==> src/sv/bfha_pkg.sv <==
package bfha_pkg;

  // heap geometry
  localparam int HEAP_BYTES   = 65536;
  localparam int HEADER_BYTES = 16;
  localparam int ALIGN_BYTES  = 8;
  localparam int ALIGN_MASK   = ALIGN_BYTES - 1;
  localparam int ALIGN_SH     = $clog2(ALIGN_BYTES);
  localparam int SLOTS        = HEAP_BYTES / ALIGN_BYTES;
  localparam int SLOT_W       = $clog2(SLOTS);

  // request kinds
  localparam logic [1:0] OP_ALLOC   = 2'd0;
  localparam logic [1:0] OP_FREE    = 2'd1;
  localparam logic [1:0] OP_REALLOC = 2'd2;

  // result status codes
  localparam logic [1:0] ST_OK   = 2'd0;
  localparam logic [1:0] ST_NULL = 2'd1;
  localparam logic [1:0] ST_OOM  = 2'd2;

  // datapath commands
  localparam int CMD_W = 5;
  localparam logic [CMD_W-1:0] CMD_NOP       = 5'd0;
  localparam logic [CMD_W-1:0] CMD_LOAD      = 5'd1;
  localparam logic [CMD_W-1:0] CMD_V_INIT    = 5'd2;
  localparam logic [CMD_W-1:0] CMD_RD_H      = 5'd3;
  localparam logic [CMD_W-1:0] CMD_V_EQ      = 5'd4;
  localparam logic [CMD_W-1:0] CMD_H_ADV     = 5'd5;
  localparam logic [CMD_W-1:0] CMD_ALLOC_SET = 5'd6;
  localparam logic [CMD_W-1:0] CMD_A_INIT    = 5'd7;
  localparam logic [CMD_W-1:0] CMD_A_EVAL    = 5'd8;
  localparam logic [CMD_W-1:0] CMD_TAKE_RD   = 5'd9;
  localparam logic [CMD_W-1:0] CMD_TAKE_WR   = 5'd10;
  localparam logic [CMD_W-1:0] CMD_EXT_WR    = 5'd11;
  localparam logic [CMD_W-1:0] CMD_EXT_FAIL  = 5'd12;
  localparam logic [CMD_W-1:0] CMD_S_RD      = 5'd13;
  localparam logic [CMD_W-1:0] CMD_S_WR      = 5'd14;
  localparam logic [CMD_W-1:0] CMD_S_NEW     = 5'd15;
  localparam logic [CMD_W-1:0] CMD_L_RD1     = 5'd16;
  localparam logic [CMD_W-1:0] CMD_L_RD2     = 5'd17;
  localparam logic [CMD_W-1:0] CMD_L_WR      = 5'd18;
  localparam logic [CMD_W-1:0] CMD_M_RD1     = 5'd19;
  localparam logic [CMD_W-1:0] CMD_M_RD2     = 5'd20;
  localparam logic [CMD_W-1:0] CMD_M_WR      = 5'd21;
  localparam logic [CMD_W-1:0] CMD_RD_TGT    = 5'd22;
  localparam logic [CMD_W-1:0] CMD_R_WR      = 5'd23;
  localparam logic [CMD_W-1:0] CMD_RD_PREV   = 5'd24;
  localparam logic [CMD_W-1:0] CMD_RE_SHR    = 5'd25;
  localparam logic [CMD_W-1:0] CMD_RE_MOV    = 5'd26;
  localparam logic [CMD_W-1:0] CMD_MV_OK     = 5'd27;
  localparam logic [CMD_W-1:0] CMD_OUT       = 5'd28;

  // one block header as kept in the header memory
  typedef struct packed {
    logic [16:0] size;
    logic        used;
    logic [15:0] prev;
    logic        pv;
  } hdr_t;

  // datapath status toward the controller
  typedef struct packed {
    logic [1:0] op;
    logic       pv;
    logic       vld;
    logic       rs_zero;
    logic       v_skip;
    logic       h_in;
    logic       h_gt;
    logic       h_eq;
    logic       rd_used;
    logic       rd_small;
    logic       rd_pv;
    logic       found;
    logic       areq_zero;
    logic       brk_hdr;
    logic       ext_fit;
    logic       split_ok;
    logic       last_is_sx;
    logic       lk_ok1;
    logic       lk_ok2;
    logic       mg_ok1;
    logic       mg_ok2;
    logic       last_is_mn;
    logic       fits;
    logic       ok;
    logic       out_busy;
  } dp_sts_t;

  function automatic logic [SLOT_W-1:0] slot_of(input logic [15:0] off);
    slot_of = off[ALIGN_SH +: SLOT_W];
  endfunction

  function automatic logic [18:0] rnd_up(input logic [18:0] x);
    rnd_up = (x + 19'(ALIGN_MASK)) & ~19'(ALIGN_MASK);
  endfunction

endpackage

==> src/sv/bfha_ctrl.sv <==
module bfha_ctrl
  import bfha_pkg::*;
(
  input  logic             clk,
  input  logic             rst_n,
  input  logic             in_valid,
  input  dp_sts_t          sts,
  output logic             in_stall,
  output logic [CMD_W-1:0] cmd
);

  localparam logic [4:0] S_IDLE   = 5'd0;
  localparam logic [4:0] S_VINIT  = 5'd1;
  localparam logic [4:0] S_VTEST  = 5'd2;
  localparam logic [4:0] S_VREAD  = 5'd3;
  localparam logic [4:0] S_DISP   = 5'd4;
  localparam logic [4:0] S_AINIT  = 5'd5;
  localparam logic [4:0] S_ATEST  = 5'd6;
  localparam logic [4:0] S_AREAD  = 5'd7;
  localparam logic [4:0] S_ATAKE  = 5'd8;
  localparam logic [4:0] S_ATAKEW = 5'd9;
  localparam logic [4:0] S_AEXT   = 5'd10;
  localparam logic [4:0] S_ADONE  = 5'd11;
  localparam logic [4:0] S_SRD    = 5'd12;
  localparam logic [4:0] S_SCHK   = 5'd13;
  localparam logic [4:0] S_SNEW   = 5'd14;
  localparam logic [4:0] S_LRD1   = 5'd15;
  localparam logic [4:0] S_LCHK   = 5'd16;
  localparam logic [4:0] S_LWR    = 5'd17;
  localparam logic [4:0] S_MRD1   = 5'd18;
  localparam logic [4:0] S_MCHK   = 5'd19;
  localparam logic [4:0] S_MUSED  = 5'd20;
  localparam logic [4:0] S_RRD    = 5'd21;
  localparam logic [4:0] S_RWR    = 5'd22;
  localparam logic [4:0] S_RPRD   = 5'd23;
  localparam logic [4:0] S_RPCHK  = 5'd24;
  localparam logic [4:0] S_RPUSED = 5'd25;
  localparam logic [4:0] S_RECHK  = 5'd26;
  localparam logic [4:0] S_OUT    = 5'd27;

  logic [4:0] state_r, state_nxt;
  // return points of the split, link and merge sequences
  logic [4:0] sret_r, sret_nxt;
  logic [4:0] lret_r, lret_nxt;
  logic [4:0] mret_r, mret_nxt;

  assign in_stall = (state_r != S_IDLE);

  // next state and command
  always_comb begin
    state_nxt = state_r;
    sret_nxt  = sret_r;
    lret_nxt  = lret_r;
    mret_nxt  = mret_r;
    cmd       = CMD_NOP;
    case (state_r)
      S_IDLE: begin
        if (in_valid) begin
          cmd       = CMD_LOAD;
          state_nxt = S_VINIT;
        end
      end
      // check that the pointer names a used block
      S_VINIT: begin
        cmd       = CMD_V_INIT;
        state_nxt = sts.v_skip ? S_DISP : S_VTEST;
      end
      S_VTEST: begin
        if (!sts.h_in || sts.h_gt) begin
          state_nxt = S_DISP;
        end else begin
          cmd       = CMD_RD_H;
          state_nxt = S_VREAD;
        end
      end
      S_VREAD: begin
        if (sts.h_eq) begin
          cmd       = CMD_V_EQ;
          state_nxt = S_DISP;
        end else if (sts.rd_small) begin
          state_nxt = S_DISP;
        end else begin
          cmd       = CMD_H_ADV;
          state_nxt = S_VTEST;
        end
      end
      // request dispatch
      S_DISP: begin
        case (sts.op)
          OP_ALLOC: begin
            cmd       = CMD_ALLOC_SET;
            state_nxt = S_AINIT;
          end
          OP_FREE: begin
            state_nxt = sts.vld ? S_RRD : S_OUT;
          end
          OP_REALLOC: begin
            if (!sts.pv) begin
              cmd       = CMD_ALLOC_SET;
              state_nxt = S_AINIT;
            end else if (!sts.vld) begin
              state_nxt = S_OUT;
            end else if (sts.rs_zero) begin
              state_nxt = S_RRD;
            end else begin
              cmd       = CMD_RD_TGT;
              state_nxt = S_RECHK;
            end
          end
          default: begin
            state_nxt = S_OUT;
          end
        endcase
      end
      // best-fit scan, then take the best block or extend the heap
      S_AINIT: begin
        if (sts.areq_zero) begin
          state_nxt = S_OUT;
        end else begin
          cmd       = CMD_A_INIT;
          state_nxt = sts.brk_hdr ? S_ATEST : S_AEXT;
        end
      end
      S_ATEST: begin
        if (sts.h_in) begin
          cmd       = CMD_RD_H;
          state_nxt = S_AREAD;
        end else begin
          state_nxt = sts.found ? S_ATAKE : S_AEXT;
        end
      end
      S_AREAD: begin
        if (sts.rd_small) begin
          state_nxt = sts.found ? S_ATAKE : S_AEXT;
        end else begin
          cmd       = CMD_A_EVAL;
          state_nxt = S_ATEST;
        end
      end
      S_ATAKE: begin
        cmd       = CMD_TAKE_RD;
        state_nxt = S_ATAKEW;
      end
      S_ATAKEW: begin
        cmd       = CMD_TAKE_WR;
        sret_nxt  = S_ADONE;
        state_nxt = S_SRD;
      end
      S_AEXT: begin
        cmd       = sts.ext_fit ? CMD_EXT_WR : CMD_EXT_FAIL;
        state_nxt = S_ADONE;
      end
      S_ADONE: begin
        if (sts.op == OP_REALLOC && sts.pv && sts.ok) begin
          cmd       = CMD_MV_OK;
          state_nxt = S_RRD;
        end else begin
          state_nxt = S_OUT;
        end
      end
      // split off the tail of a block
      S_SRD: begin
        cmd       = CMD_S_RD;
        state_nxt = S_SCHK;
      end
      S_SCHK: begin
        if (sts.split_ok) begin
          cmd       = CMD_S_WR;
          state_nxt = S_SNEW;
        end else begin
          state_nxt = sret_r;
        end
      end
      S_SNEW: begin
        cmd = CMD_S_NEW;
        if (sts.last_is_sx) begin
          state_nxt = sret_r;
        end else begin
          lret_nxt  = sret_r;
          state_nxt = S_LRD1;
        end
      end
      // point the following block back
      S_LRD1: begin
        if (!sts.lk_ok1) begin
          state_nxt = lret_r;
        end else begin
          cmd       = CMD_L_RD1;
          state_nxt = S_LCHK;
        end
      end
      S_LCHK: begin
        if (sts.lk_ok2) begin
          cmd       = CMD_L_RD2;
          state_nxt = S_LWR;
        end else begin
          state_nxt = lret_r;
        end
      end
      S_LWR: begin
        cmd       = CMD_L_WR;
        state_nxt = lret_r;
      end
      // merge with a free following block
      S_MRD1: begin
        if (!sts.mg_ok1) begin
          state_nxt = mret_r;
        end else begin
          cmd       = CMD_M_RD1;
          state_nxt = S_MCHK;
        end
      end
      S_MCHK: begin
        if (sts.mg_ok2) begin
          cmd       = CMD_M_RD2;
          state_nxt = S_MUSED;
        end else begin
          state_nxt = mret_r;
        end
      end
      S_MUSED: begin
        if (sts.rd_used) begin
          state_nxt = mret_r;
        end else begin
          cmd = CMD_M_WR;
          if (sts.last_is_mn) begin
            state_nxt = mret_r;
          end else begin
            lret_nxt  = mret_r;
            state_nxt = S_LRD1;
          end
        end
      end
      // release a block
      S_RRD: begin
        cmd       = CMD_RD_TGT;
        state_nxt = S_RWR;
      end
      S_RWR: begin
        cmd       = CMD_R_WR;
        mret_nxt  = S_RPRD;
        state_nxt = S_MRD1;
      end
      S_RPRD: begin
        cmd       = CMD_RD_TGT;
        state_nxt = S_RPCHK;
      end
      S_RPCHK: begin
        if (!sts.rd_pv) begin
          state_nxt = S_OUT;
        end else begin
          cmd       = CMD_RD_PREV;
          state_nxt = S_RPUSED;
        end
      end
      S_RPUSED: begin
        if (sts.rd_used) begin
          state_nxt = S_OUT;
        end else begin
          mret_nxt  = S_OUT;
          state_nxt = S_MRD1;
        end
      end
      // resize: shrink in place or move
      S_RECHK: begin
        if (sts.fits) begin
          cmd       = CMD_RE_SHR;
          sret_nxt  = S_OUT;
          state_nxt = S_SRD;
        end else begin
          cmd       = CMD_RE_MOV;
          state_nxt = S_AINIT;
        end
      end
      S_OUT: begin
        if (!sts.out_busy) begin
          cmd       = CMD_OUT;
          state_nxt = S_IDLE;
        end
      end
      default: begin
        state_nxt = S_IDLE;
      end
    endcase
  end

  always_ff @(posedge clk) begin
    if (!rst_n) begin
      state_r <= S_IDLE;
      sret_r  <= S_OUT;
      lret_r  <= S_OUT;
      mret_r  <= S_OUT;
    end else begin
      state_r <= state_nxt;
      sret_r  <= sret_nxt;
      lret_r  <= lret_nxt;
      mret_r  <= mret_nxt;
    end
  end

endmodule

==> config.mk <==
export PLATFORM = sky130hd
export DESIGN_NAME = bfha_ctrl
export DESIGN_NICKNAME = d
export VERILOG_FILES = /design/src/sv/bfha_pkg.sv /design/src/sv/bfha_ctrl.sv
export SDC_FILE = /design/constraint.sdc
export NUM_CORES = 1
export LEC_CHECK = 0
export BUFFER_PORTS_ARGS = -buffer_cell sky130_fd_sc_hd__clkbuf_2
export CORE_ASPECT_RATIO = 0.5
export CORE_UTILIZATION = 30
export CTS_CLUSTER_DIAMETER = 100
export DETAILED_ROUTE_END_ITERATION = 10
export HOLD_SLACK_MARGIN = 0.1
export SLEW_MARGIN = 20
export SYNTH_ARGS = -nofsm -noshare
export SYNTH_HDL_FRONTEND = slang
export SYNTH_SLANG_ARGS = --single-unit
==> constraint.sdc <==
create_clock -name clk -period 1.91 [get_ports clk]
set_input_delay 0.2865 -clock clk [delete_from_list [all_inputs] [get_ports clk]]
set_output_delay 0.2865 -clock clk [all_outputs]
set_load 0.005 [all_outputs]
==> report_table.html <==
<table>
<tr><th>Metric</th><th>Value</th></tr>
<tr><th colspan="2">Critical path</th></tr>
<tr><td>Startpoint type of the worst setup path</td><td>register</td></tr>
<tr><td>Worst setup path endpoint</td><td>cmd[3]</td></tr>
<tr><td>Required time worst endpoint</td><td>1.62 ns</td></tr>
<tr><td>Count of cells along the worst register-to-register path</td><td>7</td></tr>
<tr><td>Critical path data arrival time</td><td>1.82 ns</td></tr>
<tr><td>Slowest library cell on the worst path</td><td>dfxtp_4</td></tr>
<tr><td>Worst flop-to-flop path endpoint</td><td>state_r[2]$_SDFFE_PN0P_</td></tr>
<tr><td>Slack of the worst reg-to-reg path</td><td>0.01 ns</td></tr>
<tr><td>Crit path kind</td><td>register to output pin</td></tr>
<tr><td>CP max stage delay</td><td>around 0.39 ns</td></tr>
<tr><td>Cell-by-cell listing of the critical path</td><td>buf_4, buf_4, or2_2, a21oi_1, a21oi_1, o21ai_1, clkbuf_2</td></tr>
<tr><td>Worst Setup End Kind</td><td>output pin</td></tr>
<tr><td>Source of the worst register-to-register timing path</td><td>state_r[1]$_SDFFE_PN0P_</td></tr>
<tr><td>CP Launch Point</td><td>state_r[1]$_SDFFE_PN0P_</td></tr>
<tr><td>Critical Path Fanout Max</td><td>9</td></tr>
<tr><th colspan="2">Synthesis</th></tr>
<tr><td>Largest cells by area after synthesis</td><td>dfxtp_1 13%, a21oi_1 5.1%, nand2b_1 4.9%, nor2_1 4.7%, nand2_1 3.6%</td></tr>
<tr><td>Area fraction of the dominant cell type after synthesis</td><td>0.1321</td></tr>
<tr><td>Share of cell area taken by muxes after synthesis</td><td>0.02402</td></tr>
<tr><td>Cells after synthesis</td><td>244</td></tr>
<tr><td>Combinational family with the most area after synthesis</td><td>compound AO/OA/AOI/OAI gates</td></tr>
<tr><td>Post-synth EDFFs</td><td>0</td></tr>
<tr><td>Yosys warning total</td><td>0</td></tr>
<tr><td>Most instantiated flip-flop cell in the synthesis netlist</td><td>dfxtp_1</td></tr>
<tr><td>Synthesized-area fraction occupied by and/or/nand/nor cells</td><td>0.3281</td></tr>
<tr><td>Leading cell types by count after synthesis</td><td>21 x nor2_1, 17 x a21oi_1, 16 x nand2_1, 13 x nand2b_1</td></tr>
<tr><td>Flip-flop and latch count after synthesis</td><td>11</td></tr>
<tr><td>Leading cell type by number of instances after synthesis</td><td>nor2_1</td></tr>
<tr><td>Mean instance size in the synthesized netlist</td><td>6.830 sq um</td></tr>
<tr><td>Synthesized-area fraction occupied by adder cells</td><td>0</td></tr>
<tr><td>Share of async-settable or async-resettable flops after synthesis</td><td>0</td></tr>
<tr><td>Post-Synth XOR/XNOR Area</td><td>0</td></tr>
<tr><td>Cell type with the highest aggregate area in the netlist</td><td>dfxtp_1</td></tr>
<tr><td>Number of nets produced by synthesis</td><td>around 270</td></tr>
<tr><td>Total standard cell area after synthesis</td><td>1667 sq um</td></tr>
<tr><td>Post-synthesis cell type count</td><td>61</td></tr>
<tr><td>Fraction of the yosys area taken by sequential cells</td><td>0.1321</td></tr>
<tr><td>Share of the synthesized area in compound gates (AO/OA/AOI/OAI)</td><td>0.4182</td></tr>
<tr><th colspan="2">Final layout</th></tr>
<tr><td>Final instance area</td><td>2914 sq um</td></tr>
<tr><td>Fraction of final layout cells with drive strength greater than 1</td><td>0.5141</td></tr>
<tr><td>Number of non-filler instances in the completed layout</td><td>424</td></tr>
<tr><td>Count of antenna diodes in the layout</td><td>0</td></tr>
<tr><td>Filler instances</td><td>477</td></tr>
<tr><td>Final Net Count</td><td>384</td></tr>
<tr><td>Area growth from synthesis to final layout</td><td>74.85%</td></tr>
<tr><th colspan="2">Drt</th></tr>
<tr><td>Residual DRC</td><td>0</td></tr>
<tr><td>Overall routed net length</td><td>slightly above 9 mm</td></tr>
<tr><td>Drt wl/cell</td><td>21.63 um</td></tr>
<tr><td>Via density per instance</td><td>6.252</td></tr>
<tr><td>Vias</td><td>2651</td></tr>
<tr><td>First-iteration detailed-routing DRC count</td><td>between 200 and 300</td></tr>
<tr><td>1st-pass router iterations</td><td>5</td></tr>
<tr><td>ANT nets after route</td><td>0</td></tr>
<tr><th colspan="2">Power and ir drop</th></tr>
<tr><td>Clock group share of total power</td><td>0.058</td></tr>
<tr><td>Leakage power figure</td><td>between 1 and 1.5 nW</td></tr>
<tr><td>Sw Pwr</td><td>2.083 mW</td></tr>
<tr><td>Largest vdd supply drop</td><td>between 0.6 and 0.7 mV</td></tr>
<tr><td>Design internal power</td><td>around 2.3 mW</td></tr>
<tr><td>Areal power density over the cells</td><td>about 1500 nW/um^2</td></tr>
<tr><td>Part of the total power dissipated in combinational logic</td><td>0.852</td></tr>
<tr><td>Relative contribution of sequential cells to total power</td><td>0.091</td></tr>
<tr><td>Switching Fraction</td><td>0.4771</td></tr>
<tr><th colspan="2">GRT</th></tr>
<tr><td>Pin count of the biggest net entering global routing</td><td>17</td></tr>
<tr><td>Number of global-route vias before repair</td><td>~2.3k</td></tr>
<tr><td>Overall global routing resource usage</td><td>0.3214</td></tr>
<tr><td>Number of antenna violations at the first check in global routing</td><td>0</td></tr>
<tr><td>Global-route wire length before repair</td><td>13.39 mm</td></tr>
<tr><td>Residual overflow from global routing</td><td>0</td></tr>
<tr><th colspan="2">Die</th></tr>
<tr><td>Effective utilization at floorplan</td><td>0.3246</td></tr>
<tr><td>Die Y-Extent</td><td>between 50 and 60 um</td></tr>
<tr><td>Num ports</td><td>35</td></tr>
<tr><td>Floorplan die width</td><td>roughly 110 um</td></tr>
<tr><td>Core area</td><td>between 5000 and 6000 sq um</td></tr>
<tr><td>Number of core rows</td><td>18</td></tr>
<tr><td>Area of the die</td><td>5876 sq um</td></tr>
<tr><th colspan="2">STA</th></tr>
<tr><td>Clock skew after layout</td><td>0.001827 ns</td></tr>
<tr><td>Final count of hold timing violations</td><td>0</td></tr>
<tr><td>Transition at the pin with the smallest max-transition slack</td><td>0.4959 ns</td></tr>
<tr><td>Fmax</td><td>0.4740 GHz</td></tr>
<tr><td>Shortest clock period the worst path allows after layout</td><td>2.110 ns</td></tr>
<tr><td>Minimum setup slack in the final design</td><td>-0.1996 ns</td></tr>
<tr><td>Worst relative slew slack</td><td>0.6682</td></tr>
<tr><td>Final Max Tran Viols</td><td>0</td></tr>
<tr><td>Final Cycle Share</td><td>1.105</td></tr>
<tr><td>Setup violators final</td><td>6</td></tr>
<tr><td>Setup repair after global routing missed its margin</td><td>true</td></tr>
<tr><td>Hold Worst Slack</td><td>0.3392 ns</td></tr>
<tr><th colspan="2">Run status</th></tr>
<tr><td>Status</td><td>finished with violations</td></tr>
<tr><td>Violations in the final reports</td><td>setup timing</td></tr>
<tr><th colspan="2">Place</th></tr>
<tr><td>Total placed instance area</td><td>2450 sq um</td></tr>
<tr><td>Total instance count after detailed placement</td><td>between 400 and 500</td></tr>
<tr><td>Setup slack at placement</td><td>-0.2696 ns</td></tr>
<tr><td>Number of input and output port buffers inserted</td><td>34</td></tr>
<tr><td>Total half-perimeter wirelength after legalization and detailed placement</td><td>just over 7 mm</td></tr>
<tr><td>Routability cong.</td><td>1.008</td></tr>
<tr><th colspan="2">Hold path</th></tr>
<tr><td>Type of the most critical hold path</td><td>input port to register</td></tr>
<tr><th colspan="2">Clocking</th></tr>
<tr><td>TritonCTS clock tree</td><td>done</td></tr>
<tr><td>Clock input transition at the sequential cells of the worst setup and hold paths</td><td>~0.050 ns</td></tr>
<tr><td>Total clock buffers created by CTS</td><td>3</td></tr>
<tr><td>Level count of the clock H-tree</td><td>1</td></tr>
<tr><td>Clk Latency, worst-skew pair</td><td>0.25 ns</td></tr>
<tr><td>Clk sink count</td><td>11</td></tr>
<tr><td>Clock tree buffer depth</td><td>2</td></tr>
<tr><td>CTS Root Cell</td><td>clkbuf_8</td></tr>
<tr><th colspan="2">Flow run</th></tr>
<tr><td>Maximum capacitance violations</td><td>0</td></tr>
</table>
## state kept, by name, indices dropped and copies added (netlist names)
signal and count:
lret_r 3, mret_r 2, sret_r 1, state_r 5
## metrics by stage
step	utilization	power, mW	TNS [ns]
after global routing	0.5675	4.543	-1.165
after floorplan	-	1.763	0
final	0.5675	4.366	-0.8588
after detailed placement	0.4771	3.219	-1.600
after global placement	0.4771	3.309	-2.129
after CTS	0.5366	3.942	-0.7091
## cell type report
class / count / area (sq um) / share of cell area
clock buffers: 3 / 41.29 / 0.01417
clock inverters: 1 / 5.005 / 0.001717
inverters: 10 / 37.54 / 0.01288
multi-input cells: 200 / 1533 / 0.5260
flip-flops and latches: 11 / 236.5 / 0.08115
well taps: 70 / 87.58 / 0.03006
repair buffers: 129 / 973.4 / 0.3340
## what timing repair did
item / CTS / global route
endpoints found under the setup margin: 12 / 9
gates resized for setup: 59 / 17
hold buffers: 0 / 0
pin swaps: 9 / 9
setup buffers: 3 / 8
gates cloned: 0 / 1
## metal layers
| layer | vias to the layer above | GRT usage | routed length, um |
|---|---|---|---|
| met3 | 19 | 0.1083 | 1247 |
| met4 | 0 | 0.08676 | 167 |
| met5 | - | 0 | 0 |
| met2 | 175 | 0.4753 | 3667 |
| li1 | 1184 | - | - |
| met1 | 1273 | 0.4437 | 4089 |
## worst max-delay path, delay by kind of cell (launching register included)
family,cells,cell delay [ns]
buffers and inverters,3,0.48
AND/OR/NAND/NOR,1,0.31
flip-flops,1,0.39
AO/OA/AOI/OAI,3,0.39
## cells in the final DEF, fill, tap and decap left out, types with 4 or more instances in the layout
cell | netlist | layout
a21oi_1 | 17 | 14
clkbuf_2 | 0 | 32
nor2_1 | 21 | 19
buf_6 | 2 | 6
nor3_1 | 7 | 5
o211ai_1 | 7 | 7
dfxtp_4 | 0 | 4
nand3_1 | 8 | 8
buf_8 | 0 | 5
dfxtp_1 | 11 | 6
nand2b_4 | 0 | 5
o31ai_1 | 5 | 4
mux2i_1 | 4 | 4
nand2_1 | 16 | 16
nand2b_1 | 13 | 8
a41oi_1 | 5 | 5
inv_1 | 8 | 8
buf_4 | 3 | 82
o22ai_1 | 8 | 7
o21ai_0 | 11 | 9
nor2b_1 | 9 | 7
## power groups by stage
stage | registers, mW | logic, mW | clock network (mW)
2_1_floorplan | 0.320 | 1.44 | 0
3_3_place_gp | 0.364 | 2.94 | 0
3_5_place_dp | 0.371 | 2.85 | 0
4_1_cts | 0.392 | 3.29 | 0.256
5_1_grt | 0.404 | 3.88 | 0.261
6_report | 0.395 | 3.72 | 0.252
## kinds of logic (layout without fill, tap and decap cells)
| family | count (synthesis) | count (layout) |
|---|---|---|
| AOI/OAI and AO/OA | 96 | 96 |
| buffers and inverters | 33 | 143 |
| and+or+nand+nor | 100 | 100 |
| muxes | 4 | 4 |
| DFF | 11 | 11 |
## worst min path at each step
stage / start / cells past startpoint / to / slack, ns
2_1_floorplan: rst_n / 1 / lret_r[3]$_SDFFE_PN1P_ / 0.35
3_3_place_gp: lret_r[2]$_SDFFE_PN0P_ / 2 / lret_r[2]$_SDFFE_PN0P_ / 0.44
3_5_place_dp: lret_r[2]$_SDFFE_PN0P_ / 2 / lret_r[2]$_SDFFE_PN0P_ / 0.45
6_report: rst_n / 2 / lret_r[4]$_SDFFE_PN1P_ / 0.34
5_1_grt: rst_n / 2 / lret_r[4]$_SDFFE_PN1P_ / 0.34
4_1_cts: rst_n / 2 / lret_r[4]$_SDFFE_PN1P_ / 0.32
Note: power is estimated with default switching activity, not from simulation.
